## src/sha1_pkg.sv

```systemverilog
package sha1_pkg;

	localparam int unsigned QueueDepthDefault = 4;
	localparam int unsigned Rounds = 80;
	localparam int unsigned CountW = 61;

	localparam logic [31:0] H0 = 32'h67452301;
	localparam logic [31:0] H1 = 32'hEFCDAB89;
	localparam logic [31:0] H2 = 32'h98BADCFE;
	localparam logic [31:0] H3 = 32'h10325476;
	localparam logic [31:0] H4 = 32'hC3D2E1F0;

	localparam logic [31:0] K0 = 32'h5A827999;
	localparam logic [31:0] K1 = 32'h6ED9EBA1;
	localparam logic [31:0] K2 = 32'h8F1BBCDC;
	localparam logic [31:0] K3 = 32'hCA62C1D6;

	localparam logic [7:0] PadMark = 8'h80;
	localparam logic [5:0] LenStart = 6'd56;
	localparam logic [5:0] BlockLast = 6'd63;
	localparam logic [2:0] WordLast = 3'd4;

	typedef struct packed {
		logic [7:0] data_byte;
		logic       byte_present;
		logic       end_of_message;
	} item_t;

	typedef struct packed {
		logic       start;
		logic       init_chain;
		logic       we;
		logic [5:0] addr;
		logic [7:0] data;
	} hash_ctl_t;

endpackage

```

## src/sha1_if.sv

```systemverilog
interface sha1_in_if;
	logic       valid;
	logic       ready;
	logic [7:0] data_byte;
	logic       byte_present;
	logic       end_of_message;

	modport source (output valid, output data_byte, output byte_present,
		output end_of_message, input ready);
	modport sink (input valid, input data_byte, input byte_present,
		input end_of_message, output ready);
endinterface

interface sha1_out_if;
	logic        valid;
	logic        ready;
	logic [31:0] digest_word;
	logic [2:0]  word_index;
	logic        last_word;

	modport source (output valid, output digest_word, output word_index,
		output last_word, input ready);
	modport sink (input valid, input digest_word, input word_index,
		input last_word, output ready);
endinterface

```

## src/sha1_front.sv

```systemverilog
module sha1_front #(
	parameter int unsigned QueueDepth = sha1_pkg::QueueDepthDefault
) (
	input  logic            clk,
	input  logic            arst_n,
	sha1_in_if.sink         msg,
	output logic            head_valid,
	output sha1_pkg::item_t head,
	input  logic            pop
);

	localparam int unsigned PtrW = (QueueDepth > 1) ? $clog2(QueueDepth) : 1;
	localparam int unsigned CntW = $clog2(QueueDepth + 1);
	localparam logic [PtrW-1:0] PtrLast = PtrW'(QueueDepth - 1);
	localparam logic [CntW-1:0] CntFull = CntW'(QueueDepth);

	sha1_pkg::item_t mem_q [QueueDepth];
	logic [PtrW-1:0] wr_ptr_q;
	logic [PtrW-1:0] rd_ptr_q;
	logic [CntW-1:0] cnt_q;
	logic            push;
	logic            do_pop;

	// items with neither a byte nor an end mark change nothing and are dropped
	assign msg.ready = (cnt_q != CntFull);
	assign push = msg.valid && msg.ready && (msg.byte_present || msg.end_of_message);
	assign head_valid = (cnt_q != '0);
	assign head = mem_q[rd_ptr_q];
	assign do_pop = pop && head_valid;

	always_ff @(posedge clk or negedge arst_n) begin
		if (!arst_n) begin
			wr_ptr_q <= '0;
			rd_ptr_q <= '0;
			cnt_q <= '0;
		end else begin
			if (push) begin
				wr_ptr_q <= (wr_ptr_q == PtrLast) ? '0 : wr_ptr_q + 1'b1;
			end
			if (do_pop) begin
				rd_ptr_q <= (rd_ptr_q == PtrLast) ? '0 : rd_ptr_q + 1'b1;
			end
			if (push && !do_pop) begin
				cnt_q <= cnt_q + 1'b1;
			end else if (!push && do_pop) begin
				cnt_q <= cnt_q - 1'b1;
			end
		end
	end

	always_ff @(posedge clk) begin
		if (push) begin
			mem_q[wr_ptr_q] <= '{data_byte: msg.data_byte, byte_present: msg.byte_present,
				end_of_message: msg.end_of_message};
		end
	end

endmodule

```

## src/sha1_round.sv

```systemverilog
module sha1_round (
	input  logic                clk,
	input  logic                arst_n,
	input  sha1_pkg::hash_ctl_t ctl,
	output logic                busy,
	output logic [31:0]         chain [5]
);

	logic [31:0] h_q [5];
	logic [31:0] w_q [16];
	logic [31:0] a_q, b_q, c_q, d_q, e_q;
	logic [6:0]  rnd_q;
	logic        busy_q;
	logic [31:0] f;
	logic [31:0] k;
	logic [31:0] t;
	logic [31:0] wx;
	logic [31:0] wnext;
	logic        last_step;

	assign busy = busy_q;
	assign chain = h_q;
	assign last_step = (rnd_q == 7'(sha1_pkg::Rounds));

	always_comb begin
		if (rnd_q < 7'd20) begin
			f = (b_q & c_q) | (~b_q & d_q);
			k = sha1_pkg::K0;
		end else if (rnd_q < 7'd40) begin
			f = b_q ^ c_q ^ d_q;
			k = sha1_pkg::K1;
		end else if (rnd_q < 7'd60) begin
			f = (b_q & c_q) | (b_q & d_q) | (c_q & d_q);
			k = sha1_pkg::K2;
		end else begin
			f = b_q ^ c_q ^ d_q;
			k = sha1_pkg::K3;
		end
		t = {a_q[26:0], a_q[31:27]} + f + e_q + k + w_q[0];
		wx = w_q[13] ^ w_q[8] ^ w_q[2] ^ w_q[0];
		wnext = {wx[30:0], wx[31]};
	end

	always_ff @(posedge clk or negedge arst_n) begin
		if (!arst_n) begin
			h_q <= '{sha1_pkg::H0, sha1_pkg::H1, sha1_pkg::H2, sha1_pkg::H3, sha1_pkg::H4};
			busy_q <= 1'b0;
			rnd_q <= '0;
		end else begin
			if (ctl.init_chain) begin
				h_q <= '{sha1_pkg::H0, sha1_pkg::H1, sha1_pkg::H2, sha1_pkg::H3,
					sha1_pkg::H4};
			end
			if (ctl.start) begin
				busy_q <= 1'b1;
				rnd_q <= '0;
			end else if (busy_q) begin
				if (last_step) begin
					h_q[0] <= h_q[0] + a_q;
					h_q[1] <= h_q[1] + b_q;
					h_q[2] <= h_q[2] + c_q;
					h_q[3] <= h_q[3] + d_q;
					h_q[4] <= h_q[4] + e_q;
					busy_q <= 1'b0;
				end else begin
					rnd_q <= rnd_q + 1'b1;
				end
			end
		end
	end

	// the 16-word window doubles as the block store between compressions
	always_ff @(posedge clk) begin
		if (ctl.start) begin
			a_q <= h_q[0];
			b_q <= h_q[1];
			c_q <= h_q[2];
			d_q <= h_q[3];
			e_q <= h_q[4];
		end else if (busy_q && !last_step) begin
			a_q <= t;
			b_q <= a_q;
			c_q <= {b_q[1:0], b_q[31:2]};
			d_q <= c_q;
			e_q <= d_q;
			for (int i = 0; i < 15; i++) begin
				w_q[i] <= w_q[i + 1];
			end
			w_q[15] <= wnext;
		end
		if (ctl.we && !busy_q) begin
			w_q[ctl.addr[5:2]][{~ctl.addr[1:0], 3'b000} +: 8] <= ctl.data;
		end
	end

endmodule

```

## src/sha1_back.sv

```systemverilog
module sha1_back (
	input  logic                 clk,
	input  logic                 arst_n,
	input  logic                 head_valid,
	input  sha1_pkg::item_t      head,
	output logic                 pop,
	output sha1_pkg::hash_ctl_t  ctl,
	input  logic                 busy,
	input  logic [31:0]          chain [5],
	sha1_out_if.source           digest
);

	typedef enum logic [1:0] {
		S_TAKE,
		S_HASH,
		S_PAD,
		S_OUT
	} state_t;

	state_t                       state_q;
	logic [sha1_pkg::CountW-1:0]  cnt_q;
	logic [sha1_pkg::CountW-1:0]  cnt_n;
	logic [5:0]                   pad_pos_q;
	logic                         first_q;
	logic                         final_q;
	logic                         closing_q;
	logic                         eom_q;
	logic [2:0]                   idx_q;
	logic                         ovalid_q;
	logic [31:0]                  oword_q;
	logic [2:0]                   oindex_q;
	logic                         olast_q;
	logic [63:0]                  bits;
	logic [7:0]                   pad_byte;
	logic                         load;
	logic                         blk_full;

	assign digest.valid = ovalid_q;
	assign digest.digest_word = oword_q;
	assign digest.word_index = oindex_q;
	assign digest.last_word = olast_q;

	assign cnt_n = cnt_q + 1'b1;
	assign bits = {cnt_q, 3'b000};
	assign load = (state_q == S_OUT) && (!ovalid_q || digest.ready);
	assign blk_full = head.byte_present && (cnt_q[5:0] == sha1_pkg::BlockLast);

	always_comb begin
		if (first_q) begin
			pad_byte = sha1_pkg::PadMark;
		end else if (final_q && (pad_pos_q >= sha1_pkg::LenStart)) begin
			pad_byte = bits[{~pad_pos_q[2:0], 3'b000} +: 8];
		end else begin
			pad_byte = '0;
		end
	end

	always_comb begin
		pop = 1'b0;
		ctl = '0;
		case (state_q)
			S_TAKE: begin
				pop = head_valid;
				if (head_valid && head.byte_present) begin
					ctl.we = 1'b1;
					ctl.addr = cnt_q[5:0];
					ctl.data = head.data_byte;
					ctl.start = blk_full;
				end
			end
			S_PAD: begin
				ctl.we = 1'b1;
				ctl.addr = pad_pos_q;
				ctl.data = pad_byte;
				ctl.start = (pad_pos_q == sha1_pkg::BlockLast);
			end
			S_OUT: begin
				ctl.init_chain = load && (idx_q == sha1_pkg::WordLast);
			end
			default: begin
			end
		endcase
	end

	always_ff @(posedge clk or negedge arst_n) begin
		if (!arst_n) begin
			state_q <= S_TAKE;
			cnt_q <= '0;
			pad_pos_q <= '0;
			first_q <= 1'b0;
			final_q <= 1'b0;
			closing_q <= 1'b0;
			eom_q <= 1'b0;
			idx_q <= '0;
			ovalid_q <= 1'b0;
		end else begin
			if (digest.ready && !load) begin
				ovalid_q <= 1'b0;
			end
			case (state_q)
				S_TAKE: begin
					if (head_valid) begin
						if (head.byte_present) begin
							cnt_q <= cnt_n;
						end
						if (blk_full) begin
							eom_q <= head.end_of_message;
							state_q <= S_HASH;
						end else if (head.end_of_message) begin
							pad_pos_q <= head.byte_present ? cnt_n[5:0] : cnt_q[5:0];
							final_q <= head.byte_present ? (cnt_n[5:0] < sha1_pkg::LenStart)
								: (cnt_q[5:0] < sha1_pkg::LenStart);
							first_q <= 1'b1;
							closing_q <= 1'b1;
							state_q <= S_PAD;
						end
					end
				end
				S_HASH: begin
					if (!busy) begin
						if (closing_q) begin
							if (final_q) begin
								idx_q <= '0;
								state_q <= S_OUT;
							end else begin
								pad_pos_q <= '0;
								final_q <= 1'b1;
								state_q <= S_PAD;
							end
						end else if (eom_q) begin
							pad_pos_q <= '0;
							first_q <= 1'b1;
							final_q <= 1'b1;
							closing_q <= 1'b1;
							eom_q <= 1'b0;
							state_q <= S_PAD;
						end else begin
							state_q <= S_TAKE;
						end
					end
				end
				S_PAD: begin
					first_q <= 1'b0;
					if (pad_pos_q == sha1_pkg::BlockLast) begin
						state_q <= S_HASH;
					end else begin
						pad_pos_q <= pad_pos_q + 1'b1;
					end
				end
				S_OUT: begin
					if (load) begin
						ovalid_q <= 1'b1;
						idx_q <= idx_q + 1'b1;
						if (idx_q == sha1_pkg::WordLast) begin
							cnt_q <= '0;
							closing_q <= 1'b0;
							final_q <= 1'b0;
							state_q <= S_TAKE;
						end
					end
				end
				default: begin
					state_q <= S_TAKE;
				end
			endcase
		end
	end

	always_ff @(posedge clk) begin
		if (load) begin
			oword_q <= chain[idx_q];
			oindex_q <= idx_q;
			olast_q <= (idx_q == sha1_pkg::WordLast);
		end
	end

endmodule

```

## src/sha1_hash_top.sv

```systemverilog
// SHA-1 over a byte stream. Each item on msg carries at most one byte and an
// optional end mark; an item with end_of_message set yields the 160-bit digest
// as five 32-bit words on digest (index 0 first, last_word on index 4), after
// which the block is ready for a new message. A small item queue sits in
// front, so bytes keep being taken while a block compresses. The hashing side
// writes each byte into the block store and runs each full 64-byte block
// through the shared one-round-per-cycle compression unit, then picks up its
// result. Closing a message takes the end item, pads the block with 0x80,
// zeros and the 64-bit bit length, uses a second block when the length no
// longer fits, compresses each block, and hands out the five digest words,
// holding each while digest is stalled. Items with neither a byte nor an end
// mark are dropped.
module sha1_hash_top #(
	parameter int unsigned QueueDepth = sha1_pkg::QueueDepthDefault
) (
	input  logic        clk,
	input  logic        arst_n,
	sha1_in_if.sink     msg,
	sha1_out_if.source  digest
);

	logic                head_valid;
	sha1_pkg::item_t     head;
	logic                pop;
	sha1_pkg::hash_ctl_t ctl;
	logic                busy;
	logic [31:0]         chain [5];

	sha1_front #(
		.QueueDepth(QueueDepth)
	) u_front (
		.clk        (clk),
		.arst_n     (arst_n),
		.msg        (msg),
		.head_valid (head_valid),
		.head       (head),
		.pop        (pop)
	);

	sha1_back u_back (
		.clk        (clk),
		.arst_n     (arst_n),
		.head_valid (head_valid),
		.head       (head),
		.pop        (pop),
		.ctl        (ctl),
		.busy       (busy),
		.chain      (chain),
		.digest     (digest)
	);

	sha1_round u_round (
		.clk    (clk),
		.arst_n (arst_n),
		.ctl    (ctl),
		.busy   (busy),
		.chain  (chain)
	);

endmodule

```

## src/flat_wrapper.sv

```systemverilog
// flat-port wrapper written by rule: the top's interface ports become plain ports
module sha1_hash_top_flat 
#(
	parameter int unsigned QueueDepth = sha1_pkg::QueueDepthDefault
)
  (clk, arst_n, msg_valid, msg_data_byte, msg_byte_present, msg_end_of_message, msg_ready, digest_valid, digest_digest_word, digest_word_index, digest_last_word, digest_ready);
  sha1_in_if msg_i ();
  sha1_out_if digest_i ();
  input  logic clk;
  input  logic arst_n;
  input wire logic [$bits(msg_i.valid)-1:0] msg_valid;
  input wire logic [$bits(msg_i.data_byte)-1:0] msg_data_byte;
  input wire logic [$bits(msg_i.byte_present)-1:0] msg_byte_present;
  input wire logic [$bits(msg_i.end_of_message)-1:0] msg_end_of_message;
  output wire logic [$bits(msg_i.ready)-1:0] msg_ready;
  output wire logic [$bits(digest_i.valid)-1:0] digest_valid;
  output wire logic [$bits(digest_i.digest_word)-1:0] digest_digest_word;
  output wire logic [$bits(digest_i.word_index)-1:0] digest_word_index;
  output wire logic [$bits(digest_i.last_word)-1:0] digest_last_word;
  input wire logic [$bits(digest_i.ready)-1:0] digest_ready;
  assign msg_i.valid = msg_valid;
  assign msg_i.data_byte = msg_data_byte;
  assign msg_i.byte_present = msg_byte_present;
  assign msg_i.end_of_message = msg_end_of_message;
  assign msg_ready = msg_i.ready;
  assign digest_valid = digest_i.valid;
  assign digest_digest_word = digest_i.digest_word;
  assign digest_word_index = digest_i.word_index;
  assign digest_last_word = digest_i.last_word;
  assign digest_i.ready = digest_ready;
  sha1_hash_top #(.QueueDepth(QueueDepth)) u_core (.clk(clk), .arst_n(arst_n), .msg(msg_i), .digest(digest_i));
endmodule
```

## config.mk

```make
export PLATFORM = sky130hd
export DESIGN_NAME = sha1_hash_top_flat
export DESIGN_NICKNAME = d
export VERILOG_FILES = /design/src/sha1_pkg.sv /design/src/sha1_if.sv /design/src/sha1_front.sv /design/src/sha1_round.sv /design/src/sha1_back.sv /design/src/sha1_hash_top.sv /design/src/flat_wrapper.sv
export SDC_FILE = /design/constraint.sdc
export NUM_CORES = 2
export LEC_CHECK = 0
export CORE_MARGIN = 3
export CORE_UTILIZATION = 65
export CTS_BUF_LIST = sky130_fd_sc_hd__clkbuf_16
export DETAILED_ROUTE_END_ITERATION = 8
export DONT_BUFFER_PORTS = 1
export PLACE_DENSITY = 0.84
export SYNTH_ARGS = -nofsm -noshare
export SYNTH_HDL_FRONTEND = slang
export SYNTH_SLANG_ARGS = --single-unit
```

## constraint.sdc

```tcl
create_clock -name clk -period 16.55 [get_ports clk]
set_input_delay 3.31 -clock clk [delete_from_list [all_inputs] [get_ports clk]]
set_output_delay 3.31 -clock clk [all_outputs]
set_load 0.05 [all_outputs]
```

==> results.cfg <==
[grt]
grt-ovfl-total = 0
grt_first_pass_wirelength_um = 240000
use_met3 = 0.0643
antenna_found_initial = 2
use_met2 = 0.540
grt_start_max_net_pins = 253
track_usage = 0.338
grt_pass1_vias = 42600
gr-usage-met1 = 0.453
top_usage_layer = met2

[clocking]
htreeDepth = 3
post_cts_buffers = 0
clk_pin_slew_ns = 0.06
cts.sinks = 1000
cts_hold_buffers = 0
cts_buffers = 103
cts_tree = built
clockBufferDepth = 3
clock_latency_ns = 0.74
cts_resized = 0
cts_root_buffer = clkbuf_16

[timing]
setup_slack_ns = 8.00
slew_headroom = 0.144
finalSetupTns_ns = 0
fmax_mhz = 117
rsz0062_at_grt = false
finalCritPeriodShare = 0.517
setup_viol = 0
finClkSkew_ns = 0.0604
hold_viol = 0
finalCriticalPeriod_ns = 8.55
slew_viol_final = 0
tightest_slew_ns = 1.28

[setup_path]
worst-setup-path-type = reg2reg
regToRegSetupSlack_ns = 8.00
slowest_stage = clkinv_1
critPathLaunchType = flop
reg2reg_from = u_core.u_round.rnd_q[2]
crit_path_max_fanout = 21
cp_top_family = compound AO/OA/AOI/OAI gates
rr_worst_depth = 23
cp.depth = 23
critPathMaxStageDelay_ns = 0.84
r2r-end = u_core.u_round.a_q[24]
cp.arrival_ns = 9.01
crit_end = u_core.u_round.a_q[24]
cp-end-kind = flop
crit_required_ns = 17.01
cp-startpoint = u_core.u_round.rnd_q[2]
critPathBufInv = 5
cp_cell_sequence = or2_2 > a211o_1 > buf_4 > nand2_1 > clkinv_1 > a221oi_1 > fa_1 > inv_1 > fa_1 > inv_1 > fa_1 > inv_1 > ha_1 > a21o_1 > a21o_1 > a2111oi_0 > o31ai_1 > nor3b_1 > nor4_1 > o21bai_1 > a21oi_1 > mux2_1 > a311o_1

[die]
die_x_um = 303
design.die.area_um2 = 91500
die_y_um = 303
core-area_um2 = 87000
io_pins = 52
start_util = 0.657
row_count = 108

[cells_and_area]
final_common_cell = nand2_1
drive_above_1_share = 0.0616
fillerInstances = 6177
fin_cells = 6788
final_nets = 5899
utilization = 0.702
antennaDiodeCount = 0
fin_area_um2 = 61100
syn_to_final_growth_pct = 6.94
final_cell_mix = 1223 x nand2_1, 748 x edfxtp_1, 501 x o21ai_1

[placed_design]
dpl_worst_slack_ns = 8.08
hpwlAfterDp_um = 107000
numPortBuffers = 0
place_congestion = 1.00
dp_cells = 6595
dpl-instance-area_um2 = 57800

[route]
routed_wl_um = 154000
drtIter0Drc = 5009
wl_per_cell_um = 22.6
drcViolationCount = 0
antenna_left = 0
vias_per_cell = 6.46
via_count = 43900
firstDrtPassIters = 7

[synth]
synth-seq-cells = 1000
synth_cell_types = 85
ys_seq_area_frac = 0.505
syn_area_per_cell_um2 = 10.0
async_reset_ff_frac = 0.252
postSynthCellCount = 5689
yosys.area.top_type = edfxtp_1
synth.area.top_cells = edfxtp_1 39%, nand2_1 8.1%, dfrtp_1 7.5%
yosys_warnings = 0
synth_top_cell_area_share = 0.393
synth_edf_count = 748
ys.flop_type = edfxtp_1
netlist_area_um2 = 57100
syn-num-nets = 6043

[worst_hold_path]
hp-start = u_core.u_round.w_q[3][8]
min_path_cells = 2
hold_path.class = reg2reg

[power]
p_leak_uw = 0.0254
max-vdd-ir-drop_v = 0.0000895
switchingPower_uw = 1070
p_per_area_nw_per_um2 = 82.4
clockPowerShare = 0.454
p_sw_frac = 0.213
p_comb_frac = 0.009
p_int_uw = 3960
p_seq_frac = 0.537

[status]
status = complete, no violations

[job]
cap_violations = 0
-- through the flow --
stage	hold WS [ns]	power [µW]
after global placement	0.491	2800
after floorplan	0.423	2790
after detailed placement	0.498	2800
final	0.506	5040
after global routing	0.531	5150
after CTS	0.508	5040
-- kinds of logic (layout without fill, tap and decap cells) --
logic type                 Yosys count  count (layout)  synth area share
and+or+nand+nor                   1898            1898             0.141
buffers and inverters              592             536            0.0390
muxes                              102             102            0.0300
DFF                               1000            1000             0.505
adders and majority gates          340             340            0.0910
xor gates and xnor gates           308             308            0.0472
AOI/OAI and AO/OA                 1449            1449             0.147
-- flip-flops by register name (all words and copies together) (netlist names), 2 cells and up --
name and cells:
u_core.u_round.chain 160, u_core.u_round.w_q 512, u_core.u_back.state_q 2, u_core.u_back.digest.digest_word 32
u_core.u_back.pad_pos_q 6, u_core.u_back.idx_q 3, u_core.u_round.b_q 32, u_core.u_round.c_q 32
u_core.u_front.cnt_q 3, u_core.u_back.digest.word_index 3, u_core.u_round.d_q 32, u_core.u_back.cnt_q 61
u_core.u_round.rnd_q 7, u_core.u_front.wr_ptr_q 2, u_core.u_round.a_q 32, u_core.u_front.rd_ptr_q 2
u_core.u_round.e_q 32, u_core.u_front.mem_q 40
-- cell type report --
| type | instances | area, µm² | area share |
|---|---|---|---|
| flip-flops and latches | 1000 | 28900 | 0.472 |
| clock inverters | 88 | 677 | 0.0111 |
| repair buffers | 21 | 170 | 0.00278 |
| inverters | 322 | 1210 | 0.0198 |
| multi-input cells | 4097 | 26100 | 0.427 |
| well taps | 1155 | 1450 | 0.0236 |
| clock buffers | 105 | 2630 | 0.0430 |
-- worst register-to-register path, delay by kind of cell, from the launching register on --
| family | cells | cell delay (ns) |
|---|---|---|
| compound gates | 9 | 3.00 |
| flops | 1 | 0.45 |
| simple gates | 4 | 1.56 |
| buf+inv | 5 | 1.35 |
| mux | 1 | 0.33 |
| fa+ha+maj | 4 | 1.59 |
-- routing by layer --
layer  part of all wire  vias to the layer above
met1               0.38                    21100
met4              0.052                        0
li1                   -                    19900
met5                  0                        -
met2               0.46                     2425
met3               0.10                      450
-- power by group through the flow --
stage	clock [µW]	combinational, µW	sequential [µW]
2_1_floorplan	0	35.6	2750
3_3_place_gp	0	44.2	2750
3_5_place_dp	0	46.7	2760
4_1_cts	2290	46.9	2710
5_1_grt	2390	51.8	2710
6_report	2280	45.9	2700
-- worst min-delay path by stage --
stage,slack (ns),endpoint
finish,0.51,u_core.u_round.w_q[2][8]
global placement,0.49,u_core.u_round.chain[36]
global route,0.53,u_core.u_round.chain[36]
detailed placement,0.50,u_core.u_round.chain[36]
floorplan,0.42,u_core.u_back.digest.word_index[2]
CTS,0.51,u_core.u_round.chain[36]
-- Yosys cell counts, types with 7 or more instances --
cell          n
nor2_1      221
a21o_1      106
o21ai_0     346
a21oi_1     217
or2_2         8
inv_1       313
and4_1       10
clkbuf_1    241
a41oi_1       9
nor3_1       85
nand2_1    1226
o211ai_1     13
nor4_1       10
dfstp_2      80
a211oi_1     20
dfrtp_1     172
nand4_1      26
edfxtp_1    748
a221oi_1     19
nand2b_1     36
o21bai_1     18
buf_1        22
and2_1       20
or3_1        24
and3_1       35
mux4_2       55
o21ai_1     502
ha_1        214
o221a_2      13
nor3b_1       8
o31ai_1      24
xor2_1      147
o21a_1       29
fa_1        126
a31oi_1      34
nand3_1     144
xnor2_1     161
nor2b_1      27
mux2i_1      44
buf_2         7
o2bb2ai_1     8
Power figures use the tool's default switching activity.
